[src/sv/fau_pkg.sv]
`timescale 1ns / 1ps
`default_nettype none
// ----------------------------------------------------------------------------
// Fraction arithmetic unit package
// Shared widths, action codes, status codes and the control bundle that the
// sequencer hands to the cross-product stage.
// ----------------------------------------------------------------------------
package fau_pkg;

    // Operand numerator width; denominators are one bit narrower
    localparam int WIDTH = 16;
    localparam int DW    = WIDTH - 1;

    // Product, sum and magnitude widths
    localparam int PW = 2 * WIDTH;
    localparam int NW = PW + 1;
    localparam int MW = 2 * WIDTH;
    localparam int SW = MW + 1;
    localparam int CW = $clog2(MW);

    // Fixed result field widths
    localparam int RES_NUM_W = 32;
    localparam int RES_DEN_W = 31;
    localparam int XW        = (MW > RES_NUM_W) ? MW : RES_NUM_W;

    localparam int ACT_W = 3;

    typedef enum logic [ACT_W-1:0] {
        ACT_MUL = 3'd0,
        ACT_DIV = 3'd1,
        ACT_ADD = 3'd2,
        ACT_SUB = 3'd3,
        ACT_CMP = 3'd4
    } t_action;

    localparam logic ST_OK       = 1'b0;
    localparam logic ST_DIV_ZERO = 1'b1;

    // Cross-product stage loads
    typedef struct packed {
        logic load_first;
        logic load_second;
    } t_xp_ctl;

endpackage
`default_nettype wire

[src/sv/fau_sub.sv]
`timescale 1ns / 1ps
`default_nettype none
// ----------------------------------------------------------------------------
// Shared subtractor
// One wide subtract with a greater-or-equal flag; serves both the GCD loop
// and the restoring quotient loop.
// ----------------------------------------------------------------------------
module fau_sub import fau_pkg::*; (
    input  wire logic [SW-1:0] i_x,
    input  wire logic [SW-1:0] i_y,
    output logic      [SW-1:0] o_diff,
    output logic               o_ge
);

    logic borrow;

    // Subtract with one extra bit to catch the borrow
    assign {borrow, o_diff} = {1'b0, i_x} - {1'b0, i_y};
    assign o_ge             = ~borrow;

endmodule
`default_nettype wire

[src/sv/fau_xprod.sv]
`timescale 1ns / 1ps
`default_nettype none
// ----------------------------------------------------------------------------
// Cross-product stage
// Two multipliers with registered outputs. The first load forms the
// products for the action; the second load folds them into a sum or
// difference and forms the common denominator.
// ----------------------------------------------------------------------------
module fau_xprod import fau_pkg::*; (
    input  wire logic                    i_clk,
    input  wire t_xp_ctl                 i_ctl,
    input  wire logic [ACT_W-1:0]        i_action,
    input  wire logic signed [WIDTH-1:0] i_ln,
    input  wire logic [DW-1:0]           i_ld,
    input  wire logic signed [WIDTH-1:0] i_rn,
    input  wire logic [DW-1:0]           i_rd,
    output logic signed [NW-1:0]         o_num,
    output logic signed [PW-1:0]         o_den
);

    logic signed [WIDTH-1:0] w_ld_s;
    logic signed [WIDTH-1:0] w_rd_s;
    logic signed [WIDTH-1:0] w_opa;
    logic signed [WIDTH-1:0] w_opb;
    logic signed [PW-1:0]    w_pa;
    logic signed [PW-1:0]    w_pb;
    logic signed [NW-1:0]    r_num;
    logic signed [PW-1:0]    r_den;

    assign w_ld_s = signed'({1'b0, i_ld});
    assign w_rd_s = signed'({1'b0, i_rd});

    // Pick multiplier operands: multiply pairs like terms, the rest cross; the second load pairs the denominators
    always_comb begin
        w_opa = (i_action == ACT_MUL) ? i_rn : w_rd_s;
        w_opb = ((i_action == ACT_MUL) || i_ctl.load_second) ? w_rd_s : i_rn;
    end

    assign w_pa = i_ln * w_opa;
    assign w_pb = w_ld_s * w_opb;

    // Hold products; fold into sum or difference on the second load
    always_ff @(posedge i_clk) begin
        if (i_ctl.load_first) begin
            r_num <= {w_pa[PW-1], w_pa};
            r_den <= w_pb;
        end else if (i_ctl.load_second) begin
            if (i_action == ACT_SUB) begin
                r_num <= r_num - {r_den[PW-1], r_den};
            end else begin
                r_num <= r_num + {r_den[PW-1], r_den};
            end
            r_den <= w_pb;
        end
    end

    assign o_num = r_num;
    assign o_den = r_den;

endmodule
`default_nettype wire

[src/sv/fraction_arithmetic_unit.sv]
`timescale 1ns / 1ps
`default_nettype none
// ----------------------------------------------------------------------------
// Fraction arithmetic unit
// Multiplies, divides, adds, subtracts or compares two fractions and reduces
// the result to lowest terms with a binary GCD and two restoring divisions.
//
//   channel   handshake          payload
//   command   start / busy       i_action, i_left_*, i_right_*
//   result    o_done (1 cycle)   o_result_numerator, o_result_denominator,
//                                o_equal_flag, o_status
//
// An item is taken when start is high and busy is low; busy stays high until
// the cycle its result is strobed. Compare, unused actions, zero results and
// division by zero finish in setup, after the cross products. Reduced results
// strip common factors of two, run the GCD shifts, subtracts and swaps, then
// form the two quotients bit by bit. The single shared subtractor sets the
// pace. Reset is synchronous and returns the sequencer to idle. The receiver
// cannot stall; o_done is high for exactly one cycle, and the result fields
// hold until the next item reaches setup.
// ----------------------------------------------------------------------------
module fraction_arithmetic_unit import fau_pkg::*; (
    input  wire logic                        i_clk,
    input  wire logic                        i_rst_n,
    input  wire logic                        start,
    output logic                             busy,
    input  wire logic [ACT_W-1:0]            i_action,
    input  wire logic signed [WIDTH-1:0]     i_left_numerator,
    input  wire logic [DW-1:0]               i_left_denominator,
    input  wire logic signed [WIDTH-1:0]     i_right_numerator,
    input  wire logic [DW-1:0]               i_right_denominator,
    output logic                             o_done,
    output logic signed [RES_NUM_W-1:0]      o_result_numerator,
    output logic [RES_DEN_W-1:0]             o_result_denominator,
    output logic                             o_equal_flag,
    output logic                             o_status
);

    typedef enum logic [2:0] {
        ST_IDLE,
        ST_MUL1,
        ST_MUL2,
        ST_PREP,
        ST_STRIP,
        ST_GCD,
        ST_DIVN,
        ST_DIVD
    } t_state;

    t_state                  r_state;
    logic [ACT_W-1:0]        r_act;
    logic signed [WIDTH-1:0] r_ln;
    logic [DW-1:0]           r_ld;
    logic signed [WIDTH-1:0] r_rn;
    logic [DW-1:0]           r_rd;
    logic [MW-1:0]           r_a;
    logic [MW-1:0]           r_b;
    logic [MW-1:0]           r_na;
    logic [MW-1:0]           r_da;
    logic [CW-1:0]           r_cnt;
    logic                    r_neg;
    logic                    r_done;
    logic signed [RES_NUM_W-1:0] r_res_num;
    logic [RES_DEN_W-1:0]    r_res_den;
    logic                    r_eq;
    logic                    r_status;

    t_xp_ctl                 w_xp_ctl;
    logic signed [NW-1:0]    w_num;
    logic signed [PW-1:0]    w_den;
    logic                    w_num_neg;
    logic                    w_den_neg;
    logic signed [NW-1:0]    w_num_abs;
    logic signed [PW-1:0]    w_den_abs;
    logic                    w_cross_eq;
    logic                    w_short;
    logic                    w_finish;
    logic                    w_div_bit;
    logic [SW-1:0]           w_sub_x;
    logic [SW-1:0]           w_sub_y;
    logic [SW-1:0]           w_diff;
    logic                    w_ge;
    logic                    w_last;
    logic [MW-1:0]           w_qd;
    logic [XW-1:0]           w_nx;
    logic [XW-1:0]           w_nsg;
    logic [XW-1:0]           w_dx;

    // Cross products
    assign w_xp_ctl.load_first  = (r_state == ST_MUL1);
    assign w_xp_ctl.load_second = (r_state == ST_MUL2);

    fau_xprod u_xprod (
        .i_clk    (i_clk),
        .i_ctl    (w_xp_ctl),
        .i_action (r_act),
        .i_ln     (r_ln),
        .i_ld     (r_ld),
        .i_rn     (r_rn),
        .i_rd     (r_rd),
        .o_num    (w_num),
        .o_den    (w_den)
    );

    // Move signs off the raw result; magnitudes feed the reduction
    assign w_num_neg  = w_num[NW-1];
    assign w_den_neg  = w_den[PW-1];
    assign w_num_abs  = w_num_neg ? -w_num : w_num;
    assign w_den_abs  = w_den_neg ? -w_den : w_den;
    assign w_cross_eq = (w_num == {w_den[PW-1], w_den});

    // Finish in setup for compare, unused actions, errors and zero results
    assign w_short  = (r_act >= ACT_CMP) || (w_den == '0) || (w_num == '0);
    assign w_finish = ((r_state == ST_PREP) && w_short) ||
                      ((r_state == ST_DIVD) && w_last);

    // Shared subtractor: GCD compares a with b, quotient loops trial-subtract
    assign w_div_bit = (r_state == ST_DIVD) ? r_da[MW-1] : r_na[MW-1];
    assign w_sub_x   = (r_state == ST_GCD) ? {1'b0, r_a} : {r_a, w_div_bit};
    assign w_sub_y   = {1'b0, r_b};

    fau_sub u_sub (
        .i_x    (w_sub_x),
        .i_y    (w_sub_y),
        .o_diff (w_diff),
        .o_ge   (w_ge)
    );

    // Final result fields from the quotients
    assign w_last = (r_cnt == CW'(MW - 1));
    assign w_qd   = {r_da[MW-2:0], w_ge};
    assign w_nx   = XW'(r_na);
    assign w_nsg  = r_neg ? -w_nx : w_nx;
    assign w_dx   = XW'(w_qd);

    // Sequencer, datapath registers and result registers
    always_ff @(posedge i_clk) begin
        if (!i_rst_n) begin
            r_state <= ST_IDLE;
            r_done  <= 1'b0;
        end else begin
            r_done <= w_finish;
            unique case (r_state)
                ST_IDLE: begin
                    if (start) begin
                        r_act   <= i_action;
                        r_ln    <= i_left_numerator;
                        r_ld    <= i_left_denominator;
                        r_rn    <= i_right_numerator;
                        r_rd    <= i_right_denominator;
                        r_state <= ST_MUL1;
                    end
                end
                ST_MUL1: begin
                    if ((r_act == ACT_ADD) || (r_act == ACT_SUB)) begin
                        r_state <= ST_MUL2;
                    end else begin
                        r_state <= ST_PREP;
                    end
                end
                ST_MUL2: begin
                    r_state <= ST_PREP;
                end
                ST_PREP: begin
                    // Error only for arithmetic actions with a zero denominator
                    r_res_num <= '0;
                    r_res_den <= RES_DEN_W'(1);
                    r_eq      <= (r_act == ACT_CMP) && w_cross_eq;
                    r_status  <= ((r_act < ACT_CMP) && (w_den == '0)) ?
                                 ST_DIV_ZERO : ST_OK;
                    r_neg     <= w_num_neg ^ w_den_neg;
                    r_a       <= w_num_abs[MW-1:0];
                    r_na      <= w_num_abs[MW-1:0];
                    r_b       <= w_den_abs[MW-1:0];
                    r_da      <= w_den_abs[MW-1:0];
                    if (w_short) begin
                        r_state <= ST_IDLE;
                    end else begin
                        r_state <= ST_STRIP;
                    end
                end
                ST_STRIP: begin
                    // Drop common factors of two from both terms
                    if (!r_a[0] && !r_b[0]) begin
                        r_a  <= r_a >> 1;
                        r_b  <= r_b >> 1;
                        r_na <= r_na >> 1;
                        r_da <= r_da >> 1;
                    end else begin
                        r_state <= ST_GCD;
                    end
                end
                ST_GCD: begin
                    // Binary GCD of the odd part; b ends holding the divisor
                    priority if (r_a == '0) begin
                        r_cnt   <= '0;
                        r_state <= ST_DIVN;
                    end else if (!r_a[0]) begin
                        r_a <= r_a >> 1;
                    end else if (!r_b[0]) begin
                        r_b <= r_b >> 1;
                    end else if (w_ge) begin
                        r_a <= w_diff[MW:1];
                    end else begin
                        r_a <= r_b;
                        r_b <= r_a;
                    end
                end
                ST_DIVN: begin
                    // Restoring division of the numerator, one bit a cycle
                    r_na <= {r_na[MW-2:0], w_ge};
                    if (w_last) begin
                        r_a     <= '0;
                        r_cnt   <= '0;
                        r_state <= ST_DIVD;
                    end else begin
                        r_a   <= w_ge ? w_diff[MW-1:0] : w_sub_x[MW-1:0];
                        r_cnt <= r_cnt + CW'(1);
                    end
                end
                ST_DIVD: begin
                    // Same for the denominator, then emit the result
                    r_a   <= w_ge ? w_diff[MW-1:0] : w_sub_x[MW-1:0];
                    r_da  <= w_qd;
                    r_cnt <= r_cnt + CW'(1);
                    if (w_last) begin
                        r_res_num <= signed'(w_nsg[RES_NUM_W-1:0]);
                        r_res_den <= w_dx[RES_DEN_W-1:0];
                        r_state   <= ST_IDLE;
                    end
                end
                default: begin
                    r_state <= ST_IDLE;
                end
            endcase
        end
    end

    assign busy                 = (r_state != ST_IDLE);
    assign o_done               = r_done;
    assign o_result_numerator   = r_res_num;
    assign o_result_denominator = r_res_den;
    assign o_equal_flag         = r_eq;
    assign o_status             = r_status;

    // Checks
    a_accept_busy: assert property (@(posedge i_clk) disable iff (!i_rst_n)
        (start && !busy) |=> busy)
        else $error("busy not raised after an accepted item");

    a_done_idle: assert property (@(posedge i_clk) disable iff (!i_rst_n)
        o_done |-> (r_state == ST_IDLE))
        else $error("result strobed while sequencer still working");

    a_gcd_divisor: assert property (@(posedge i_clk) disable iff (!i_rst_n)
        (r_state == ST_GCD) |-> (r_b != '0))
        else $error("GCD divisor register reached zero");

    a_err_result: assert property (@(posedge i_clk) disable iff (!i_rst_n)
        (o_done && (o_status == ST_DIV_ZERO)) |->
            ((o_result_numerator == '0) && (o_result_denominator == RES_DEN_W'(1))))
        else $error("division by zero did not give 0/1");

    a_eq_ok: assert property (@(posedge i_clk) disable iff (!i_rst_n)
        (o_done && o_equal_flag) |-> (o_status == ST_OK))
        else $error("equal flag raised with error status");

endmodule
`default_nettype wire
[config.mk]
export PLATFORM = sky130hd
export DESIGN_NAME = fraction_arithmetic_unit
export DESIGN_NICKNAME = d
export VERILOG_FILES = /design/src/sv/fau_pkg.sv /design/src/sv/fau_sub.sv /design/src/sv/fau_xprod.sv /design/src/sv/fraction_arithmetic_unit.sv
export SDC_FILE = /design/constraint.sdc
export NUM_CORES = 2
export LEC_CHECK = 0
export BUFFER_PORTS_ARGS = -buffer_cell sky130_fd_sc_hd__buf_2
export CORE_MARGIN = 2
export CORE_UTILIZATION = 45
export DETAILED_ROUTE_END_ITERATION = 8
export PLACE_DENSITY_LB_ADDON = 0.12
export SLEW_MARGIN = 20
export SYNTH_ARGS = -nofsm -noshare
export SYNTH_HDL_FRONTEND = slang
export SYNTH_HIERARCHICAL = 1
export SYNTH_SLANG_ARGS = --single-unit
[constraint.sdc]
create_clock -name i_clk -period 12.3 [get_ports i_clk]
set_input_delay 1.23 -clock i_clk [delete_from_list [all_inputs] [get_ports i_clk]]
set_output_delay 1.23 -clock i_clk [all_outputs]
set_load 0.01 [all_outputs]
; ---- Word-level counts from Yosys, hierarchy flattened
; Index checks and enable logic that the tools add are counted.
[word_totals]
reg_bits = 333
latch_bits = 0
mem_bits_rw = 0
mem_bits_ro = 0
input_bits = 68
elab_cells = 138
n_memories = 0
[op_classes]
addsub = 7
multipliers = 2
div = 0
order_cmp = 2
n_eq_ne = 22
n_shift = 0
mux = 46
bitwise_logic = 2
reduce_logical = 36
[op_table]
columns = cell, n
row1 = two-way mux 32 bit, 20
row2 = case mux 32 bit (3 select lines), 3
row3 = case mux 32 bit (5 select lines), 1
row4 = two-way mux 33 bit, 4
row5 = negation 32 bit, 3
row6 = logical NOT 32 bit, 2
row7 = multiplier 16 x 16 -> 32 bit, 2
row8 = case mux 32 bit (2 select lines), 1
row9 = case mux 31 bit (2 select lines), 1
row10 = subtractor 33 x 32 -> 34 bit, 1
row11 = adder 33 bit, 1
row12 = equality test 33 bit, 1
row13 = logical NOT 33 bit, 1
row14 = subtractor 33 bit, 1
row15 = two-way mux 16 bit, 2
row16 = two-way mux 31 bit, 1
row17 = case mux 3 bit (8 select lines), 1
row18 = two-way mux 3 bit, 6
row19 = equality test 3 bit (second input constant), 5
row20 = case mux 5 bit (3 select lines), 1
row21 = AND reduction 3 bit, 5
row22 = AND reduction 5 bit, 3
row23 = nonzero test 3 bit, 5
row24 = inequality test 2 bit (second input constant), 7
row25 = 22 further kinds, 39

; ---- Longest topological paths before layout
[logic_depth]
ltp_word = 9
mapped_depth = 31
mapped_depth_nobuf = 26

; ---- Hierarchy
; The synthesis kept the hierarchy.
[by_module_without_submodules]
columns = mod, instances, cells_each, area_each_um2
row1 = fau_xprod, 1, 2539, 23080.9
row2 = fraction_arithmetic_unit, 1, 1354, 15372.2
row3 = fau_sub, 1, 261, 1818.0

; ---- Worst setup path after synthesis
; Ideal clock, no wire load.
[synth_timing]
kind = register to register
startpoint = register r_state[2]
endpoint = register u_xprod.r_den[31], in the netlist u_xprod/o_den[31], data pin
setup_time_ns = 0.260
arrival_time_ns = 7.847
required_ns = 12.040
setup_slack_ns = 4.193
path_stages_with_launch = 31
path_buffers = 6
synth_period_minus_slack_ns = 8.107
path_cell_list = dfxtp_1 clkbuf_1 clkbuf_1 clkbuf_1 clkbuf_1 nor3_1 nor2_1 clkbuf_1 mux2i_1 clkbuf_1 nor2b_1 fa_1 inv_1 fa_1 fa_1 inv_1 fa_1 fa_1 inv_1 fa_1 inv_1 ha_1 a21oi_1 o21ai_0 o21ai_0 a311oi_1 a211oi_1 a21oi_1 a211o_1 a21oi_1 xnor2_1
[synth_rtl]
columns = element, line_no
row1 = start: declaration, fraction_arithmetic_unit.sv:50  ; t_state r_state;
row2 = start signal: assignment, fraction_arithmetic_unit.sv:139  ; r_state <= ST_IDLE;
row3 = start signal: assignment, fraction_arithmetic_unit.sv:151  ; r_state <= ST_MUL1;
row4 = start signal: assignment, fraction_arithmetic_unit.sv:156  ; r_state <= ST_MUL2;
row5 = end signal: assignment, fau_xprod.sv:46  ; r_den <= w_pb;
row6 = end signal: assignment, fau_xprod.sv:53  ; r_den <= w_pb;
row7 = end: declaration, fau_xprod.sv:28  ; logic signed [PW-1:0] r_den;

; ---- Worst setup path in the final report
[layout_timing]
startpoint = register r_act[2]
endpoint = register u_xprod.r_num[28], in the netlist u_xprod/o_num[28], data pin
[layout_between]
elab_chain_len = 4
elab_cells_between_ends = 7
[layout_rtl]
columns = element, line_no
row1 = start: declaration, fraction_arithmetic_unit.sv:51  ; logic [ACT_W-1:0] r_act;
row2 = start signal: assignment, fraction_arithmetic_unit.sv:146  ; r_act <= i_action;
row3 = logical NOT 3 bit or equality test 3 x 2 -> 1 bit (tied branches), "fau_xprod.sv:35, fau_xprod.sv:48"
row4 = two-way mux 16 bit or two-way mux 33 bit (tied branches), "fau_xprod.sv:35, fau_xprod.sv:48"
row5 = multiplier 16 x 16 -> 32 bit or two-way mux 33 bit (tied branches), "fau_xprod.sv:39, fau_xprod.sv:47"
row6 = two-way mux 33 bit *, fau_xprod.sv:44  ; if (i_ctl.load_first) begin
row7 = end signal: assignment, fau_xprod.sv:45  ; r_num <= {w_pa[PW-1], w_pa};
row8 = end signal: assignment, fau_xprod.sv:49  ; r_num <= r_num - {r_den[PW-1], r_den};
row9 = end signal: assignment, fau_xprod.sv:51  ; r_num <= r_num + {r_den[PW-1], r_den};
row10 = end: declaration, fau_xprod.sv:27  ; logic signed [NW-1:0] r_num;
; Mark *: on every way between the ends. The rest lies on a longest branch, timed or not. The select of a mux whose other input is x is not followed.
; A chain may end at the register's enable or synchronous reset.

==> impl_results.md <==
- Status: complete, no violations
- Reg2reg setup slack: around 4.5 ns
- I/O pins: around 140
- Total of max-cap violations: 0
- I/O Buffers: about 130
- RSZ-0062 raised after global routing: no
- Critical path endpoint category: flop
- # rows: about 110
- Worst r2r src: r_act[2]
- Top post-synthesis cells by area: edfxtp_1, fa_1, ha_1, inv_1, xor2_1
- Endpoints failing setup: 0
- Post-CTS resize count: 0
- Hold path startpoint: r_da[15]
- Nets@finish: just under 5000
- Share of the yosys chip area belonging to registers: roughly a quarter
- Post-DR vias/cell: between 5 and 6
- Root Driver: clkbuf_16
- Antenna viol nets, final: 0
- Drt first pass iters: 6
- Initial Utilization: a little under half
- Most frequent cell after synthesis: inv_1
- Inserted Clock Buffers: slightly above 40
- Hold buffer count at CTS: 0
- Min Tclk post-route: 7.816 ns
- Worst Setup SP: r_act[2]
- Seq cells post-synth: around 330
- Global-route usage over all layers: about a quarter
- Hold path depth: 2
- Die Width: 303.2 µm
- Total grt overflow: 0
- Largest net degree at the start of global routing: 73
- Residual DRC count: 0
- R2R depth: 23
- Yosys top cell area share: 24.53%
- DP HPWL: around 88000 µm
- Vias in the first global route: ~30000
- DR WL/cell: about 21 µm
- R2R Path End: u_xprod/o_num[28]
- Clock slew at reported path FFs: about 0.06 ns
- RD Place Congestion: slightly above 0.9
- Core box area: 88510 µm²
- Post-Syn Area: about 40000 µm²
- Async S/R FF share, synth: 0%
- Initial DRC Count: 2185
- Least-Margin Pin Slew: roughly 1.1 ns
- Setup TNS: 0 ns
- Syn nets: between 4000 and 5000
- CTS Sinks: between 300 and 400
- Die height: 303.2 µm
- Via count: about 29000
- Crit Path Max Fanout: 17
- HP Class: reg -> reg
- Die area: just over 90000 µm²
- Top FF cell, synth: edfxtp_1
- WS Path Type: reg -> reg
- CP Launch Type: flop
- H-tree depth: 2
- Ys Warns: 6
- Slew Viols, Final: 0
- Initial antenna violation count: 0
- Worst Hold Path EP: r_da[14]
- Tcrit/Tclk final: roughly 64%
- Clock skew after layout: approximately 0.037 ns
- Clk_lat worst skew: 0.60 ns
- Post-synth EDFFs: roughly 330
- CTS tree: yes
- Synthesized area per cell: just under 10 µm²
- Share of cells above drive strength 1: between 10% and 20%
- Gate Count Post-Synth: slightly above 4000
- First-pass GRT wire length: around 180000 µm
- Highest Clock Rate: approximately 0.13 GHz
- Wirelength, routed: roughly 110000 µm
- Area grow syn2layout: 7.739%
- Post-synth top cells: inv_1, fa_1, edfxtp_1
- Synth cell types: 94
- Post-synth top area cell: edfxtp_1
- Maximum clock path buffer count: 3
- Worst EP required: between 10 and 15 ns
- Setup Buffers After CTS: 0
- Critical Path AT: between 8 and 9 ns
- Fin. Hold Viols: 0
- Worst relative slew slack: between 20 and 30%
-- cells by family (layout without fill, tap and decap cells) --
logic type               count (synthesis)  count (layout)  synth area share (%)
AND/OR/NAND/NOR                       1117            1117                 14.43
adder cells (fa/ha/maj)                718             718                 30.58
AO/OA/AOI/OAI                          742             742                 12.46
flip-flops                             333             333                 24.73
other                                    1               3              0.009312
multiplexers                           166             166                 4.474
buffers and inverters                  818             860                 7.677
XOR/XNOR                               259             259                 5.633
-- worst max-delay path, stage by stage (launching register included) --
cell	delay (ns)
edfxtp_1	0.51
nor3_4	0.21
buf_4	0.31
nand2_1	0.44
or2_2	0.45
fa_1	0.51
fa_1	0.56
inv_1	0.06
fa_1	0.51
fa_1	0.52
fa_1	0.54
inv_1	0.05
fa_1	0.52
inv_1	0.04
ha_1	0.37
a211oi_1	0.24
nor2_1	0.08
a211oi_1	0.28
nand3_1	0.19
a2111oi_0	0.56
o31ai_1	0.23
xor2_1	0.17
nand2_1	0.09
o31ai_1	0.08
-- registers in the layout (all words and copies together), names as in the netlist --
name	flops
o_done	1
o_equal_flag	1
o_result_denominator	31
o_result_numerator	32
o_status	1
r_a	32
r_act	3
r_b	32
r_cnt	5
r_da	32
r_ld	15
r_ln	16
r_na	32
r_neg	1
r_rd	15
r_rn	16
r_state	3
u_xprod/o_den	32
u_xprod/o_num	33
-- area by class of cell --
type	instances	area (µm²)
Antenna cell	2	5.005
Clock buffer	46	1066
Clock inverter	26	375.4
Fill cell	8328	45120
Inverter	620	2327
Multi-Input combinational cell	3003	27270
Sequential cell	333	9962
Tap cell	1165	1458
Timing Repair Buffer	168	925.9
-- cell usage in the layout (no fill, tap or decap), types with 28 or more instances in the layout --
cell type | synthesis | final
a211oi_1 | 54 | 54
o21a_1 | 31 | 30
edfxtp_1 | 329 | 329
nor2_1 | 182 | 179
nor4_1 | 39 | 39
inv_1 | 620 | 620
ha_1 | 274 | 274
or3_1 | 28 | 28
o21ai_0 | 145 | 145
clkbuf_16 | 0 | 42
xor2_1 | 165 | 165
and2_1 | 166 | 166
o31ai_1 | 40 | 40
nand3_1 | 36 | 35
fa_1 | 444 | 444
nor2b_1 | 153 | 153
or2_2 | 28 | 28
a21o_1 | 50 | 50
xnor2_1 | 94 | 94
a21oi_1 | 199 | 198
mux2_2 | 104 | 104
nand2b_1 | 39 | 38
buf_4 | 0 | 34
nand2_1 | 319 | 318
mux2i_1 | 60 | 59
buf_2 | 4 | 134
-- metrics by stage --
step | util [%] | area [µm²] | hold slack (ns) | std cells | setup slack, ns
CTS | 49.01 | 43380 | 0.5589 | 5361 | 4.423
detailed placement | 47.38 | 41940 | 0.5460 | 5289 | 4.423
floorplan | - | 40270 | 0.5208 | 4154 | 4.193
finish | 49.02 | 43390 | 0.5568 | 5363 | 4.484
global route | 49.01 | 43380 | 0.5811 | 5361 | 4.015
global placement | 47.38 | 41940 | 0.5392 | 5289 | 4.493
-- routing by layer --
metal	routed length, µm	share of wire (%)	track usage [%]	vias to the layer above
li1	-	-	-	14050
met1	51500	46	34.83	14350
met2	50220	45	38.51	794
met3	5677	5.1	2.999	175
met4	4943	4.4	10.23	0
met5	0	0	0	-
-- how the worst max path moves through the flow --
stage	to	cells after the start	slack, ns
2_1_floorplan	u_xprod/o_den[31]	30	4.19
3_3_place_gp	u_xprod/o_num[28]	23	4.49
3_5_place_dp	u_xprod/o_num[32]	23	4.42
4_1_cts	u_xprod/o_num[32]	23	4.42
5_1_grt	u_xprod/o_num[28]	23	4.01
6_report	u_xprod/o_num[28]	23	4.48
Power is not shown: default switching activity piles up to over one toggle a cycle in this logic, so the estimate is an artifact.
